## src/rtl/lav_pkg.sv

```systemverilog
package lav_pkg;

  // Word format of every coordinate and matrix element.
  localparam int unsigned DW = 32;
  localparam int unsigned FB = 16;

  // Unit vector components: magnitude up to 1.0, plus sign.
  localparam int unsigned UW = FB + 2;
  // Normalized magnitudes keep their leading one at bit NORM_W - 1.
  localparam int unsigned NORM_W = 31;
  localparam int unsigned SQ_W = 64;
  localparam int unsigned ROOT_STEPS = SQ_W / 2;
  localparam int unsigned LEN_W = SQ_W / 2;
  localparam int unsigned Q_W = FB + 1;

  // Intermediate widths of the matrix datapath.
  localparam int unsigned CP_W = UW + DW;
  localparam int unsigned C_W = CP_W + 1;
  localparam int unsigned SF_W = 2 * UW;
  localparam int unsigned C2_W = SF_W + 1;
  localparam int unsigned DOT_W = CP_W + 2;
  localparam int unsigned UUW = UW + 1;
  localparam int unsigned UE_W = UUW + DW;
  localparam int unsigned DU_W = UE_W + 2;

  localparam int unsigned ROW_W = 2;
  localparam logic [ROW_W-1:0] LAST_ROW = 2'd3;
  localparam logic [DW-1:0] ONE = DW'(1) << FB;

  localparam logic signed [63:0] WMAX = (64'sd1 <<< (DW - 1)) - 64'sd1;
  localparam logic signed [63:0] WMIN = -WMAX - 64'sd1;

  typedef logic [3:0][DW-1:0] row_t;
  typedef row_t [3:0] matrix_t;

  // Divide by 2^FB, rounding half away from zero.
  function automatic logic signed [63:0] round_frac(input logic signed [63:0] p);
    logic [63:0] a;
    a = p[63] ? (64'd0 - p) : p;
    a = (a + (64'd1 << (FB - 1))) >> FB;
    return p[63] ? -$signed(a) : $signed(a);
  endfunction

  // Clamp to the signed word range.
  function automatic logic [DW-1:0] sat_word(input logic signed [63:0] v);
    logic signed [63:0] r;
    if (v > WMAX) begin
      r = WMAX;
    end else if (v < WMIN) begin
      r = WMIN;
    end else begin
      r = v;
    end
    return r[DW-1:0];
  endfunction

endpackage

```

## src/rtl/lav_out_if.sv

```systemverilog
interface lav_out_if;
  logic valid;
  logic ready;
  logic [lav_pkg::ROW_W-1:0] row_index;
  logic signed [lav_pkg::DW-1:0] col0;
  logic signed [lav_pkg::DW-1:0] col1;
  logic signed [lav_pkg::DW-1:0] col2;
  logic signed [lav_pkg::DW-1:0] col3;
  logic last_row;

  modport source (
    output valid, row_index, col0, col1, col2, col3, last_row,
    input  ready
  );
  modport sink (
    input  valid, row_index, col0, col1, col2, col3, last_row,
    output ready
  );
endinterface

```

## src/rtl/lav_rows.sv

```systemverilog
// Holds one finished matrix and sends it as four row transactions.
module lav_rows (
  input  logic clk_i,
  input  logic rst_ni,
  input  logic load_i,
  output logic ready_o,
  input  lav_pkg::matrix_t mat_i,
  lav_out_if.source out_o
);

  logic busy_q;
  logic [lav_pkg::ROW_W-1:0] row_q;
  lav_pkg::matrix_t mat_q;
  logic row_done;

  assign row_done = busy_q && out_o.ready;
  assign ready_o = !busy_q || (row_done && (row_q == lav_pkg::LAST_ROW));

  // Row sequencing.
  always_ff @(posedge clk_i or negedge rst_ni) begin
    if (!rst_ni) begin
      busy_q <= 1'b0;
      row_q <= '0;
    end else if (load_i && ready_o) begin
      busy_q <= 1'b1;
      row_q <= '0;
    end else if (row_done) begin
      if (row_q == lav_pkg::LAST_ROW) begin
        busy_q <= 1'b0;
      end else begin
        row_q <= row_q + lav_pkg::ROW_W'(1);
      end
    end
  end

  always_ff @(posedge clk_i) begin
    if (load_i && ready_o) begin
      mat_q <= mat_i;
    end
  end

  // Output row selection.
  assign out_o.valid = busy_q;
  assign out_o.row_index = row_q;
  assign out_o.col0 = mat_q[row_q][0];
  assign out_o.col1 = mat_q[row_q][1];
  assign out_o.col2 = mat_q[row_q][2];
  assign out_o.col3 = mat_q[row_q][3];
  assign out_o.last_row = (row_q == lav_pkg::LAST_ROW);

  a_row_step: assert property (@(posedge clk_i) disable iff (!rst_ni)
    (row_done && (row_q != lav_pkg::LAST_ROW)) |=>
      (busy_q && (row_q == $past(row_q) + lav_pkg::ROW_W'(1))))
    else $error("row counter did not advance");

  a_drain: assert property (@(posedge clk_i) disable iff (!rst_ni)
    (row_done && (row_q == lav_pkg::LAST_ROW) && !load_i) |=> !busy_q)
    else $error("holder stayed busy after the last row");

  a_load: assert property (@(posedge clk_i) disable iff (!rst_ni)
    (load_i && ready_o) |=> (busy_q && (row_q == '0)))
    else $error("new matrix does not start at row zero");

endmodule

```

## src/flat_wrapper.sv

```systemverilog
// flat-port wrapper written by rule: the top's interface ports become plain ports
module lav_rows_flat 
  (clk_i, rst_ni, load_i, ready_o, mat_i, out_o_valid, out_o_row_index, out_o_col0, out_o_col1, out_o_col2, out_o_col3, out_o_last_row, out_o_ready);
  lav_out_if out_o_i ();
  input  logic clk_i;
  input  logic rst_ni;
  input  logic load_i;
  output logic ready_o;
  input  lav_pkg::matrix_t mat_i;
  output wire logic [$bits(out_o_i.valid)-1:0] out_o_valid;
  output wire logic [$bits(out_o_i.row_index)-1:0] out_o_row_index;
  output wire logic [$bits(out_o_i.col0)-1:0] out_o_col0;
  output wire logic [$bits(out_o_i.col1)-1:0] out_o_col1;
  output wire logic [$bits(out_o_i.col2)-1:0] out_o_col2;
  output wire logic [$bits(out_o_i.col3)-1:0] out_o_col3;
  output wire logic [$bits(out_o_i.last_row)-1:0] out_o_last_row;
  input wire logic [$bits(out_o_i.ready)-1:0] out_o_ready;
  assign out_o_valid = out_o_i.valid;
  assign out_o_row_index = out_o_i.row_index;
  assign out_o_col0 = out_o_i.col0;
  assign out_o_col1 = out_o_i.col1;
  assign out_o_col2 = out_o_i.col2;
  assign out_o_col3 = out_o_i.col3;
  assign out_o_last_row = out_o_i.last_row;
  assign out_o_i.ready = out_o_ready;
  lav_rows u_core (.clk_i(clk_i), .rst_ni(rst_ni), .load_i(load_i), .ready_o(ready_o), .mat_i(mat_i), .out_o(out_o_i));
endmodule
```

## config.mk

```make
export PLATFORM = sky130hd
export DESIGN_NAME = lav_rows_flat
export DESIGN_NICKNAME = d
export VERILOG_FILES = /design/src/rtl/lav_pkg.sv /design/src/rtl/lav_out_if.sv /design/src/rtl/lav_rows.sv /design/src/flat_wrapper.sv
export SDC_FILE = /design/constraint.sdc
export NUM_CORES = 1
export LEC_CHECK = 0
export BUFFER_PORTS_ARGS = -buffer_cell sky130_fd_sc_hd__buf_4
export CELL_PAD_IN_SITES_DETAIL_PLACEMENT = 1
export CELL_PAD_IN_SITES_GLOBAL_PLACEMENT = 2
export CORE_AREA = 2 2 256 258
export DETAILED_ROUTE_END_ITERATION = 6
export DIE_AREA = 0 0 258 260
export PLACE_DENSITY = 0.67
export SETUP_SLACK_MARGIN = 0.5
export SLEW_MARGIN = 30
export SYNTH_ARGS = -nofsm -noshare
export SYNTH_HDL_FRONTEND = slang
export SYNTH_SLANG_ARGS = --single-unit
```

## constraint.sdc

```tcl
create_clock -name clk_i -period 17.99 [get_ports clk_i]
set_clock_uncertainty 0.05 [all_clocks]
set_input_delay 2.6985 -clock clk_i [delete_from_list [all_inputs] [get_ports clk_i]]
set_output_delay 2.6985 -clock clk_i [all_outputs]
set_load 0.05 [all_outputs]
```

* Yosys cells after proc, flatten, opt, wreduce, memory -nomap -nowiden
Index checks and enable logic that the tools add are counted.
Word-level totals: flip-flop bits (word level) 515, bits of input ports 516, output and inout port bits 133, logic and storage cells 39
Cells by class: add/subtract/negate cells 1, magnitude comparators 1, equality and inequality tests 2, multiplexer cells 8, reductions and logical operators 9
Operators by type and width (count):
- 128-bit binary-select mux with 2-bit select | 1
- 128-bit 2-to-1 mux | 1
- 2-bit 2-to-1 mux | 3
- 2-bit AND reduction | 2
- 2-bit nonzero test | 2
- 1-bit logical AND | 3
- 2-bit by 3-bit less-than comparator with 1-bit output (second input constant) | 1
- 1-bit 2-to-1 mux | 3
- 2-bit by 1-bit adder with 2-bit output (second input constant) | 1
- 2-bit equality test (second input constant) | 1
- 2-bit by 1-bit inequality test with 1-bit output (second input constant) | 1
- 1-bit logical NOT | 1
- 1-bit logical OR | 1

* Longest topological paths before layout
Gate-level depths: netlist (run 1).
depth in word-level cells 6, depth in mapped cells 5, depth with buffers taken out 4

* Worst setup path before layout (run 1)
OpenSTA, ideal clock, no wires.
path type input-to-reg, start input out_o_ready, end register u_core.mat_q[0] (netlist name), enable pin, library setup time 941 ps, arrival 14741 ps, required time 16999 ps, path slack 2258 ps, cell stages on the path 3, buffers on the path 0, cell sequence nand2_1 -> nand2_1 -> and2_1
Between the ends: word-level cells in the longest chain between the ends 4
RTL lines:
- start: declaration | line flat_wrapper.sv:17 | input wire logic [$bits(out_o_i.ready)-1:0] out_o_ready;
- 1-bit logical AND | line lav_rows.sv:16 | assign row_done = busy_q && out_o.ready;
- 1-bit logical AND | line lav_rows.sv:17 | assign ready_o = !busy_q || (row_done && (row_q == lav_pkg::LAST_ROW));
- 1-bit logical OR | line lav_rows.sv:17
- net ready_o | line flat_wrapper.sv:8 | output logic ready_o;
- 1-bit logical AND | line lav_rows.sv:37 | if (load_i && ready_o) begin
- end signal: assignment | line lav_rows.sv:38 | mat_q <= mat_i;
- end: declaration | line lav_rows.sv:13 | lav_pkg::matrix_t mat_q;
The timed path passes the listed nets, and every way through them passes these cells. A chain may end at the register's enable or synchronous reset.

* Worst setup path after layout (run 1)
start register u_core.row_q (netlist bit u_core.out_o.row_index[0]), end output out_o_col1[3]
Between the ends: word-level cells in the longest chain between the ends 2
RTL lines:
- start: declaration | line lav_rows.sv:12 | logic [lav_pkg::ROW_W-1:0] row_q;
- start signal: assignment | line lav_rows.sv:31 | row_q <= row_q + lav_pkg::ROW_W'(1);
- 128-bit binary-select mux with 2-bit select | line lav_rows.sv:46 | assign out_o.col1 = mat_q[row_q][1];
- 128-bit 2-to-1 mux
- end: declaration | line flat_wrapper.sv:13 | output wire logic [$bits(out_o_i.col1)-1:0] out_o_col1;
Every way passes these cells. The select of a mux whose other input is x is not followed.

==> results of run 1 <==
stage by stage:
| step | setup WS (ps) | cells | cell area (sq um) |
|---|---|---|---|
| 2_1_floorplan | 2260 | 685 | 18600 |
| 3_3_place_gp | 11120 | 2170 | 24400 |
| 3_5_place_dp | 11210 | 2170 | 24500 |
| 4_1_cts | 11350 | 2275 | 26200 |
| 5_1_grt | 11190 | 2278 | 26300 |
| 6_report | 11530 | 2280 | 26300 |
routing by layer:
metal  GRT usage  wire [microns]
met5           0              60
met4      0.0535            1670
met3      0.0672            5470
met2       0.270           27600
met1       0.164           18200
power by group through the flow:
| stage | registers [mW] | clock network [mW] | logic [mW] |
|---|---|---|---|
| floorplan | 1.64 | 0 | 1.15 |
| detailed placement | 1.58 | 0 | 1.62 |
| global route | 1.57 | 1.18 | 1.67 |
| CTS | 1.56 | 1.14 | 1.63 |
| global placement | 1.57 | 0 | 1.61 |
| finish | 1.55 | 1.11 | 1.60 |
cell usage in the layout (no fill, tap or decap):
master and instances:
dfrtp_4 2, inv_1 1, diode_2 4, dfrtp_1 1
clkinv_1 16, buf_6 3, clkinvlp_4 2, nand2b_1 2
buf_16 1, edfxtp_1 512, bufinv_16 3, clkbuf_16 59
clkbuf_1 7, nor2b_1 1, nand2_1 2, mux4_2 128
and2_4 1, ha_1 1, a21oi_1 1, mux2i_1 1
clkinv_2 15, a31o_2 1, inv_6 3, a22o_1 2
buf_4 656
final cells by class:
cell class,count,area share
flip-flops and latches,515,0.588
repair buffers,660,0.190
multi-input cells,140,0.113
clock buffers,66,0.0572
well taps,855,0.0407
clock inverters,39,0.0101
diodes,4,0.000381
inverters,1,0.000143
kinds of logic after synthesis:
group | count (synthesis) | synth area share
flip-flops | 515 | 0.829
AO/OA/AOI/OAI | 4 | 0.00168
multiplexers | 129 | 0.155
buffers and inverters | 30 | 0.0118
adder cells (fa/ha/maj) | 1 | 0.000671
AND/OR/NAND/NOR | 6 | 0.00175
sequential cells by signal, indices dropped and copies added (netlist names):
register / cells
u_core.out_o.valid: 1
u_core.mat_q: 512
u_core.out_o.row_index: 2
how the worst min path moves through the flow:
stage,start,to,cells past startpoint
after floorplan,u_core.out_o.valid,u_core.out_o.row_index[0],1
after global routing,u_core.out_o.valid,u_core.out_o.row_index[0],1
after global placement,u_core.out_o.valid,u_core.out_o.row_index[1],1
final,u_core.out_o.valid,u_core.out_o.row_index[0],1
after detailed placement,u_core.out_o.valid,u_core.out_o.row_index[1],1
after CTS,u_core.out_o.valid,u_core.out_o.row_index[0],1
worst max-delay path: stages (launching register included):
cell	delay, ps
dfrtp_4	720
buf_4	640
buf_4	750
mux4_2	650
buf_4	220
==> results by group, run 1 <==
Run status
  • Status: finished, final reports clean

Place
  • GPL Wtd Cong: 0.827
  • I/O Buffers: 648
  • DP HPWL: 39.2 mm

Power
  • Pint: 2.70 mW
  • Sw Pwr: 1.56 mW
  • Worst vdd ir: 0.0981 mV
  • Switching fraction of total power: 0.366
  • Pwr/cell area: 162 nW/um^2
  • Combinational share of power: 0.376
  • Flop pwr share: 0.365
  • Lkg Pwr: 9.58 nW
  • Clock share of power: 0.260
  • Tot Pwr: 4.26 mW

Synthesis
  • Count leader, synth: edfxtp_1
  • EDFF count, synth: 512
  • Cells after Synth: 685
  • Yosys warnings: 0
  • Mean post-synth cell area: 27.2 sq um
  • Async SR Flop Fraction: 0.00583
  • Largest cells by area after synthesis: edfxtp_1, mux4_2, buf_6, dfrtp_1, buf_2
  • Area share of the largest cell type after synthesis: 0.825
  • Synth top cells by count: edfxtp_1, mux4_2, buf_2, buf_6, dfrtp_1
  • Seq cells post-synth: 515
  • Leading area contributor after synthesis: edfxtp_1
  • Seq/Total Area, Yosys: 0.829
  • Mapped Area: 18600 sq um
  • Number of library cell types mapped by synthesis: 19
  • Synth Flop Type: edfxtp_1
  • Syn Nets: 1202

Clock tree
  • Clk_lat worst skew: 590 ps
  • CTS H-tree lvls: 2
  • CTS sink cnt: 515
  • Root buffer cell: clkbuf_16
  • CTS Hold Buffers Added: 0
  • Setup Fix Bufs, Post-CTS: 0
  • TritonCTS clock tree: built
  • Post-cts sizing count: 0
  • Clock-pin slew on the worst setup and hold paths: 50 ps
  • Total CTS buffers: 57
  • Clock Tree Buf Depth: 3

Critical path
  • Worst Path Max Fanout: 37
  • CP Launch Point: u_core.out_o.row_index[0]
  • Worst R2R Path Depth: 8
  • Crit path capture: out_o_col1[3]
  • FF-to-FF setup slack: 13180 ps
  • Critical path type: reg2out
  • Critical Path RT: 15240 ps
  • Reg2reg start: u_core.out_o.row_index[0]
  • WP data arrival: 3710 ps
  • Crit Reg-Reg Endpoint: u_core.mat_q[440]
  • Worst setup SP type: register
  • Critical Path Sink Type: primary output

Die
  • Die width: 258 microns
  • Die Y: 260 microns
  • Initial Util: 0.291
  • Io pins: 649
  • Die footprint: 67100 sq um
  • Core ar.: 64100 sq um
  • Cell Rows: 93

GRT
  • Initial antenna violation count: 10
  • GRT Residual Overflow: 0
  • Gr usage total: 0.154
  • Pin count of the biggest net entering global routing: 88
  • First-pass GRT wire length: 75.1 mm
  • Vias in the first global route: 11200

Timing
  • Fin Setup TNS: 0 ps
  • Fin Hold WS: 560 ps
  • Tmin final: 6460 ps
  • Endpoints failing setup: 0
  • Relative max-transition margin: 0.361
  • Pins Over Slew Limit: 0
  • Final Cycle Share: 0.359
  • Slew @ Worst Pin: 958 ps
  • RSZ-0062 raised after global routing: no
  • Final Hold Vio Count: 0
  • Max Clk Rate: 155 MHz

Final layout
  • Register area: 15500 sq um
  • Filler cell count: 6252
  • Layout cells sized above 1: 0.615
  • Area occupied by multi-input gates: 2970 sq um
  • Area grow syn2layout: 40.9%
  • Fin nets: 1892
  • Core Util, Final: 0.410

Detailed routing
  • DR pass1 iterations: 5
  • WL/cell: 23.3 microns
  • Drt drc: 0
  • DR iter-0 viols: 629
  • Via density: 4.37
  • Wirelength, routed: 53.0 mm
  • Via count: 9959
  • Final ANT Viol Nets: 0

Job
  • Maxcap violations: 0

Hold path
  • Worst min path class: reg2reg
Power figures use the tool's default switching activity.
==> inputs of run 2 (changes only) <==
Settings changed: ABC_AREA set to 1, CORE_AREA 2 2 256 258 to not set, CORE_UTILIZATION set to 30, DIE_AREA 0 0 258 260 to not set, PLACE_DENSITY 0.67 to 0.78.
Clock period 17.99 ns to 5.3 ns, I/O delays scaled along.
==> results by group, run 2 <==
Detailed routing
  • Wirelength, routed: 64.4 mm (was 53.0 mm)
  • Via density: 4.40 (was 4.37)
  • Via count: 14400 (was 9959)
  • DR pass1 iterations: 5 (unchanged)
  • DR iter-0 viols: 653 (was 629)
  • WL/cell: 19.6 microns (was 23.3 microns)
  • Final ANT Viol Nets: 0 (unchanged)
  • Drt drc: 0 (unchanged)

Critical path
  • CP peak stage delay: 710 ps (was 750 ps)
  • Critical path buffers and inverters: 3 (unchanged)
  • FF-to-FF setup slack: 2240 ps (was 13180 ps)
  • CP Cell Sequence: inv_6 > buf_4 > o211ai_1 > nand2_1 > buf_4 (was buf_4 > buf_4 > mux4_2 > buf_4)
  • Worst Path Max Fanout: 56 (was 37)
  • Slowest CP cell: dfrtp_4 (was buf_4)
  • WP data arrival: 3020 ps (was 3710 ps)
  • Critical path type: reg2out (unchanged)
  • Critical Path Sink Type: primary output (unchanged)
  • Top delay family on crit path: buffers and inverters (unchanged)
  • Most frequent cell on the critical path: buf_4 (unchanged)
  • Critical Path RT: 4450 ps (was 15240 ps)
  • Worst setup SP type: register (unchanged)
  • Worst R2R Path Depth: 7 (was 8)
  • Crit Reg-Reg Endpoint: u_core.mat_q[478] (was u_core.mat_q[440])
  • Reg2reg start: u_core.out_o.row_index[1] (was u_core.out_o.row_index[0])

Place
  • Pre-CTS setup slack: 1810 ps (was 11210 ps)
  • Area after DPL: 26900 sq um (was 24500 sq um)
  • Placed Cells: 3170 (was 2170)
  • I/O Buffers: 648 (unchanged)
  • DP HPWL: 45.5 mm (was 39.2 mm)
  • GPL Wtd Cong: 0.828 (was 0.827)

Die
  • Core ar.: 69900 sq um (was 64100 sq um)
  • Io pins: 649 (unchanged)
  • Initial Util: 0.303 (was 0.291)
  • Die width: 268 microns (was 258 microns)
  • Cell Rows: 97 (was 93)
  • Die Y: 268 microns (was 260 microns)
  • Die footprint: 71600 sq um (was 67100 sq um)

Final layout
  • Layout cells sized above 1: 0.371 (was 0.615)
  • Cell Count, Final, Fillers Out: 3287 (was 2280)
  • Filler cell count: 7593 (was 6252)
  • Post-route cell area: 28800 sq um (was 26300 sq um)
  • Most common cell after layout, fill and taps aside: buf_4 (unchanged)
  • Register bank with the most flops: u_core.mat_q (unchanged)
  • Area grow syn2layout: 36.1% (was 40.9%)
  • Core Util, Final: 0.412 (was 0.410)
  • Commonest non-fill, non-tap cells in the layout: buf_4, nand2_1, edfxtp_1, inv_1, o211ai_2 (was buf_4, edfxtp_1, mux4_2, clkbuf_16, clkinv_1)
  • Max FFs per register: 512 (unchanged)
  • Fin nets: 2811 (was 1892)

Run status
  • Status: finished, final reports clean (unchanged)

GRT
  • First-pass GRT wire length: 92.8 mm (was 75.1 mm)
  • GRT Residual Overflow: 0 (unchanged)
  • Vias in the first global route: 15600 (was 11200)
  • Gr usage total: 0.173 (was 0.154)
  • Initial antenna violation count: 11 (was 10)
  • Pin count of the biggest net entering global routing: 128 (was 88)

Power
  • Worst vdd ir: 0.342 mV (was 0.0981 mV)
  • Pwr/cell area: 551 nW/um^2 (was 162 nW/um^2)
  • Lkg Pwr: 12.2 nW (was 9.58 nW)
  • Tot Pwr: 15.9 mW (was 4.26 mW)

Clock tree
  • CTS H-tree lvls: 2 (unchanged)
  • Clock Tree Buf Depth: 3 (unchanged)
  • TritonCTS clock tree: built (unchanged)
  • Root buffer cell: clkbuf_16 (unchanged)
  • Setup Fix Bufs, Post-CTS: 0 (unchanged)
  • Total CTS buffers: 60 (was 57)
  • Clock-pin slew on the worst setup and hold paths: 60 ps (was 50 ps)
  • CTS sink cnt: 515 (unchanged)
  • Post-cts sizing count: 0 (unchanged)
  • Clk_lat worst skew: 600 ps (was 590 ps)

Timing
  • Max Clk Rate: 259 MHz
  • RSZ-0062 raised after global routing: no (unchanged)
  • Endpoints failing setup: 0 (unchanged)
  • Final Cycle Share: 0.729
  • Tmin final: 3870 ps
  • Relative max-transition margin: 0.396 (was 0.361)
  • Pins Over Slew Limit: 0 (unchanged)
  • Worst setup margin: 1430 ps (was 11530 ps)
  • Final Hold Vio Count: 0 (unchanged)
  • Slew @ Worst Pin: 905 ps (was 958 ps)
  • Fin Setup TNS: 0 ps (unchanged)
  • Fin Hold WS: 310 ps (was 560 ps)

Synthesis
  • Synth top cells by count: nand2_1, edfxtp_1, inv_1, o211ai_2, o21ai_0 (was edfxtp_1, mux4_2, buf_2, buf_6, dfrtp_1)
  • Area share of the largest cell type after synthesis: 0.727 (was 0.825)
  • Seq cells post-synth: 515 (unchanged)
  • Syn Nets: 2161 (was 1202)
  • Synth Flop Type: edfxtp_1 (unchanged)
  • Largest cells by area after synthesis: edfxtp_1, nand2_1, o211ai_2, inv_1, o21ai_0 (was edfxtp_1, mux4_2, buf_6, dfrtp_1, buf_2)
  • Mapped Area: 21200 sq um (was 18600 sq um)
  • Synth Area in XOR/XNOR: 0 (unchanged)
  • Multiplexer share of the synthesized area: 0 (was 0.155)
  • Synth Area in Adders: 0.000591 (was 0.000671)
  • Largest family of logic cells by synthesized area: compound AO/OA/AOI/OAI gates (was multiplexers)
  • Leading area contributor after synthesis: edfxtp_1 (unchanged)
  • Async SR Flop Fraction: 0.00583 (unchanged)
  • Cells after Synth: 1644 (was 685)
  • Number of library cell types mapped by synthesis: 16 (was 19)
  • EDFF count, synth: 512 (unchanged)
  • Seq/Total Area, Yosys: 0.730 (was 0.829)
  • Post-Synth Simple-Gate Area: 0.0933 (was 0.00175)
  • Yosys warnings: 0 (unchanged)
  • Post-synthesis compound-gate area fraction: 0.101 (was 0.00168)
  • Mean post-synth cell area: 12.9 sq um (was 27.2 sq um)
  • Count leader, synth: nand2_1 (was edfxtp_1)

Hold path
  • Worst min path class: in2reg (was reg2reg)
  • Worst Hold Path EP: u_core.mat_q[11] (was u_core.out_o.row_index[0])
  • Worst hold start: mat_i[11] (was u_core.out_o.valid)
  • Hold-critical path depth: 1 (unchanged)

Job
  • Maxcap violations: 0 (unchanged)
==> run 2: routing by layer <==
metal | part of all wire | track usage
met5 | 0.00033 | 0
met4 | 0.040 | 0.0785
met3 | 0.082 | 0.0573
met2 | 0.52 | 0.308
met1 | 0.36 | 0.185
==> run 2: final cells by class <==
cell class                      instances  area (sq um)  area share
Sequential cell                       515         15500       0.537
Antenna cell                            9          22.5    0.000782
Clock buffer                           74          1580      0.0547
Inverter                              262           996      0.0346
Clock inverter                         32           224     0.00778
Timing Repair Buffer                  672          5190       0.180
Tap cell                              940          1180      0.0408
Multi-Input combinational cell        783          4160       0.144
==> run 2: worst register-to-register path: stages (launching register included) <==
cell and delay (ps):
dfrtp_4 800, ha_4 230, inv_2 30, nand2_2 70
nand2_2 70, nor2_4 630, buf_12 370, buf_4 490
==> run 2: cells by family (layout without fill, tap and decap cells) <==
family	after synthesis	in the layout
AO/OA/AOI/OAI	256	256
other	0	9
buffers and inverters	346	1040
AND/OR/NAND/NOR	526	526
flip-flops	515	515
adder cells (fa/ha/maj)	1	1
==> run 2: how the worst max path moves through the flow <==
stage | startpoint | end | cells past startpoint
6_report | u_core.out_o.row_index[1] | out_o_col3[13] | 5
4_1_cts | u_core.out_o.row_index[0] | out_o_col0[12] | 6
3_5_place_dp | u_core.out_o.row_index[0] | out_o_col0[12] | 6
2_1_floorplan | u_core.out_o.row_index[0] | u_core.mat_q[0] | 5
5_1_grt | u_core.out_o.row_index[1] | out_o_col2[9] | 5
3_3_place_gp | u_core.out_o.row_index[0] | out_o_col1[5] | 6
==> run 2: repair_timing <==
action                     4_1_cts  5_1_grt
setup endpoints to repair        0        0
hold endpoints to repair         3        0
hold buffers                     1        0
==> run 2: power by group <==
part	internal [mW]	switching (mW)	total (mW)
clock network	2.23	1.64	3.87
registers	4.90	0.187	5.09
logic	1.97	4.95	6.92
total	9.10	6.78	15.9
==> inputs of run 3 (changes only) <==
Clock period 5.3 ns to 3.4 ns, I/O delays scaled along.
==> results by group, run 3 (same netlist as run 2, synthesis figures left out) <==
Final layout
  • Area grow syn2layout: 59.6% (was 36.1%)
  • Most common cell after layout, fill and taps aside: buf_4 (unchanged)
  • Register bank with the most flops: u_core.mat_q (unchanged)
  • Commonest non-fill, non-tap cells in the layout: buf_4, nand2_1, edfxtp_1, dlygate4sd3_1, inv_1 (was buf_4, nand2_1, edfxtp_1, inv_1, o211ai_2)
  • Filler cell count: 7336 (was 7593)
  • Area occupied by multi-input gates: 4170 sq um (was 4160 sq um)
  • Fin nets: 3252 (was 2811)
  • Max FFs per register: 512 (unchanged)
  • Cell Count, Final, Fillers Out: 3735 (was 3287)
  • Register area: 15500 sq um (unchanged)
  • Layout cells sized above 1: 0.324 (was 0.371)

Timing
  • Final Cycle Share: 0.868
  • Endpoints failing setup: 0 (unchanged)
  • Max Clk Rate: 339 MHz
  • Tmin final: 2950 ps
  • Slew @ Worst Pin: 586 ps (was 905 ps)
  • Worst setup margin: 448 ps (was 1430 ps)
  • Fin Setup TNS: 0 ps (unchanged)
  • Pins Over Slew Limit: 0 (unchanged)
  • Relative max-transition margin: 0.609 (was 0.396)
  • RSZ-0062 raised after global routing: yes (was no)
  • Final Hold Vio Count: 0 (unchanged)

Critical path
  • Critical path buffers and inverters: 3 (unchanged)
  • CP Cell Sequence: buf_4 > buf_16 > o21ai_1 > nand2_1 > nand2_1 > buf_4 (was inv_6 > buf_4 > o211ai_1 > nand2_1 > buf_4)
  • CP Launch Point: u_core.out_o.row_index[0] (was u_core.out_o.row_index[1])
  • Worst setup SP type: register (unchanged)
  • Worst Path Max Fanout: 27 (was 56)
  • WP data arrival: 2390 ps (was 3020 ps)
  • Worst path depth: 6 (was 5)
  • Worst R2R Path Depth: 9 (was 7)
  • Critical Path Sink Type: primary output (unchanged)
  • Reg2reg start: u_core.out_o.row_index[0] (was u_core.out_o.row_index[1])
  • Critical Path RT: 2840 ps (was 4450 ps)
  • CP peak stage delay: 490 ps (was 710 ps)
  • Top delay family on crit path: buffers and inverters (unchanged)
  • Slowest CP cell: dfrtp_4 (unchanged)
  • Critical path type: reg2out (unchanged)

Detailed routing
  • DR iter-0 viols: 845 (was 653)
  • WL/cell: 21.4 microns (was 19.6 microns)
  • Final ANT Viol Nets: 0 (unchanged)
  • Wirelength, routed: 80.1 mm (was 64.4 mm)
  • DR pass1 iterations: 5 (unchanged)
  • Via count: 16900 (was 14400)
  • Drt drc: 0 (unchanged)
  • Via density: 4.54 (was 4.40)

Place
  • I/O Buffers: 648 (unchanged)
  • Placed Cells: 3176 (was 3170)
  • GPL Wtd Cong: 0.843 (was 0.828)
  • Pre-CTS setup slack: 859 ps (was 1810 ps)
  • DP HPWL: 46.4 mm (was 45.5 mm)

Clock tree
  • TritonCTS clock tree: built (unchanged)
  • Clock Tree Buf Depth: 3 (unchanged)
  • Clock-pin slew on the worst setup and hold paths: 60 ps (about the same)
  • Total CTS buffers: 60 (unchanged)
  • Clk_lat worst skew: 610 ps (was 600 ps)
  • CTS H-tree lvls: 2 (unchanged)
  • CTS sink cnt: 515 (unchanged)
  • Root buffer cell: clkbuf_16 (unchanged)

Hold path
  • Worst hold start: mat_i[342] (was mat_i[11])
  • Hold-critical path depth: 1 (unchanged)
  • Worst min path class: in2reg (unchanged)

GRT
  • Pin count of the biggest net entering global routing: 72 (was 128)
  • First-pass GRT wire length: 114 mm (was 92.8 mm)
  • Vias in the first global route: 19000 (was 15600)
  • Initial antenna violation count: 12 (was 11)
  • GRT Residual Overflow: 0 (unchanged)
  • Gr usage total: 0.214 (was 0.173)

Run status
  • Status: finished, final reports clean (unchanged)

Die
  • Die footprint: 71600 sq um (unchanged)
  • Initial Util: 0.303 (unchanged)
  • Cell Rows: 97 (unchanged)
  • Io pins: 649 (unchanged)
  • Die Y: 268 microns (unchanged)
  • Die width: 268 microns (unchanged)
  • Core ar.: 69900 sq um (unchanged)

Power
  • Lkg Pwr: 14.3 nW (was 12.2 nW)
  • Worst vdd ir: 0.612 mV (was 0.342 mV)
  • Pwr/cell area: 806 nW/um^2 (was 551 nW/um^2)

Job
  • Maxcap violations: 0 (unchanged)
==> run 3: cell count changes in the layout (fill, tap and decap cells not counted), sizes merged, moves of 2 or more <==
cell | previous run | this run
dlygate4sd3 | 1 | 420
buf | 671 | 687
bufinv | 3 | 12
clkbuf | 74 | 71
diode | 9 | 12
inv | 264 | 266
==> run 3: report_power, final <==
group,switching [mW],internal (mW)
combinational,8.64,3.90
sequential,0.192,7.64
clock,2.70,4.16
total,11.5,15.7
==> run 3: worst register-to-register path, stage by stage (launching register included) <==
cell,delay (ps)
dfrtp_4,420
buf_12,170
buf_12,130
ha_4,120
inv_2,30
nand2_2,70
nand2_2,70
nor2_4,170
buf_12,300
buf_4,560
==> run 3: layout make-up <==
class | count | area share
Timing Repair Buffer | 1111 | 0.292
Multi-Input combinational cell | 783 | 0.123
Sequential cell | 515 | 0.458
Inverter | 262 | 0.0300
Clock buffer | 68 | 0.0460
Clock inverter | 42 | 0.0149
Tap cell | 940 | 0.0348
Antenna cell | 12 | 0.000889
Timing Repair inverter | 2 | 0.000518
==> run 3: final timing paths <==
path | end | slack (ps)
max in group asynchronous | u_core.out_o.row_index[0] | 2940
min in group asynchronous | u_core.out_o.valid | 230
worst max register to register | u_core.mat_q[423] | 910
worst max-delay path | out_o_col3[31] | 450
worst min-delay path | u_core.mat_q[342] | 30
worst min register to register | u_core.out_o.valid | 660
==> run 3: what timing repair did <==
action,4_1_cts,5_1_grt
hold buffers,420,0
setup endpoints to repair,128,22
gates cloned,6,3
hold endpoints to repair,422,0
gates resized for setup,22,23
buffers inserted,8,0
==> run 3: routing by layer <==
metal  wire length [microns]  vias up  GRT usage
li1                        -     7757          -
met1                   29400     8449      0.231
met2                   43000      572      0.395
met3                    4740      166     0.0497
met4                    2980        2     0.0919
met5                       8        -          0
==> run 3: stage by stage <==
| stage | cell area (sq um) | util | hold slack [ps] | power (mW) |
|---|---|---|---|---|
| floorplan | 21200 | - | 164 | 15.8 |
| global placement | 27100 | 0.387 | 256 | 18.9 |
| detailed placement | 27100 | 0.387 | 261 | 19.1 |
| CTS | 33700 | 0.482 | 0.0673 | 27.0 |
| global route | 33800 | 0.483 | 3.00 | 28.3 |
| finish | 33800 | 0.483 | 33.8 | 27.2 |
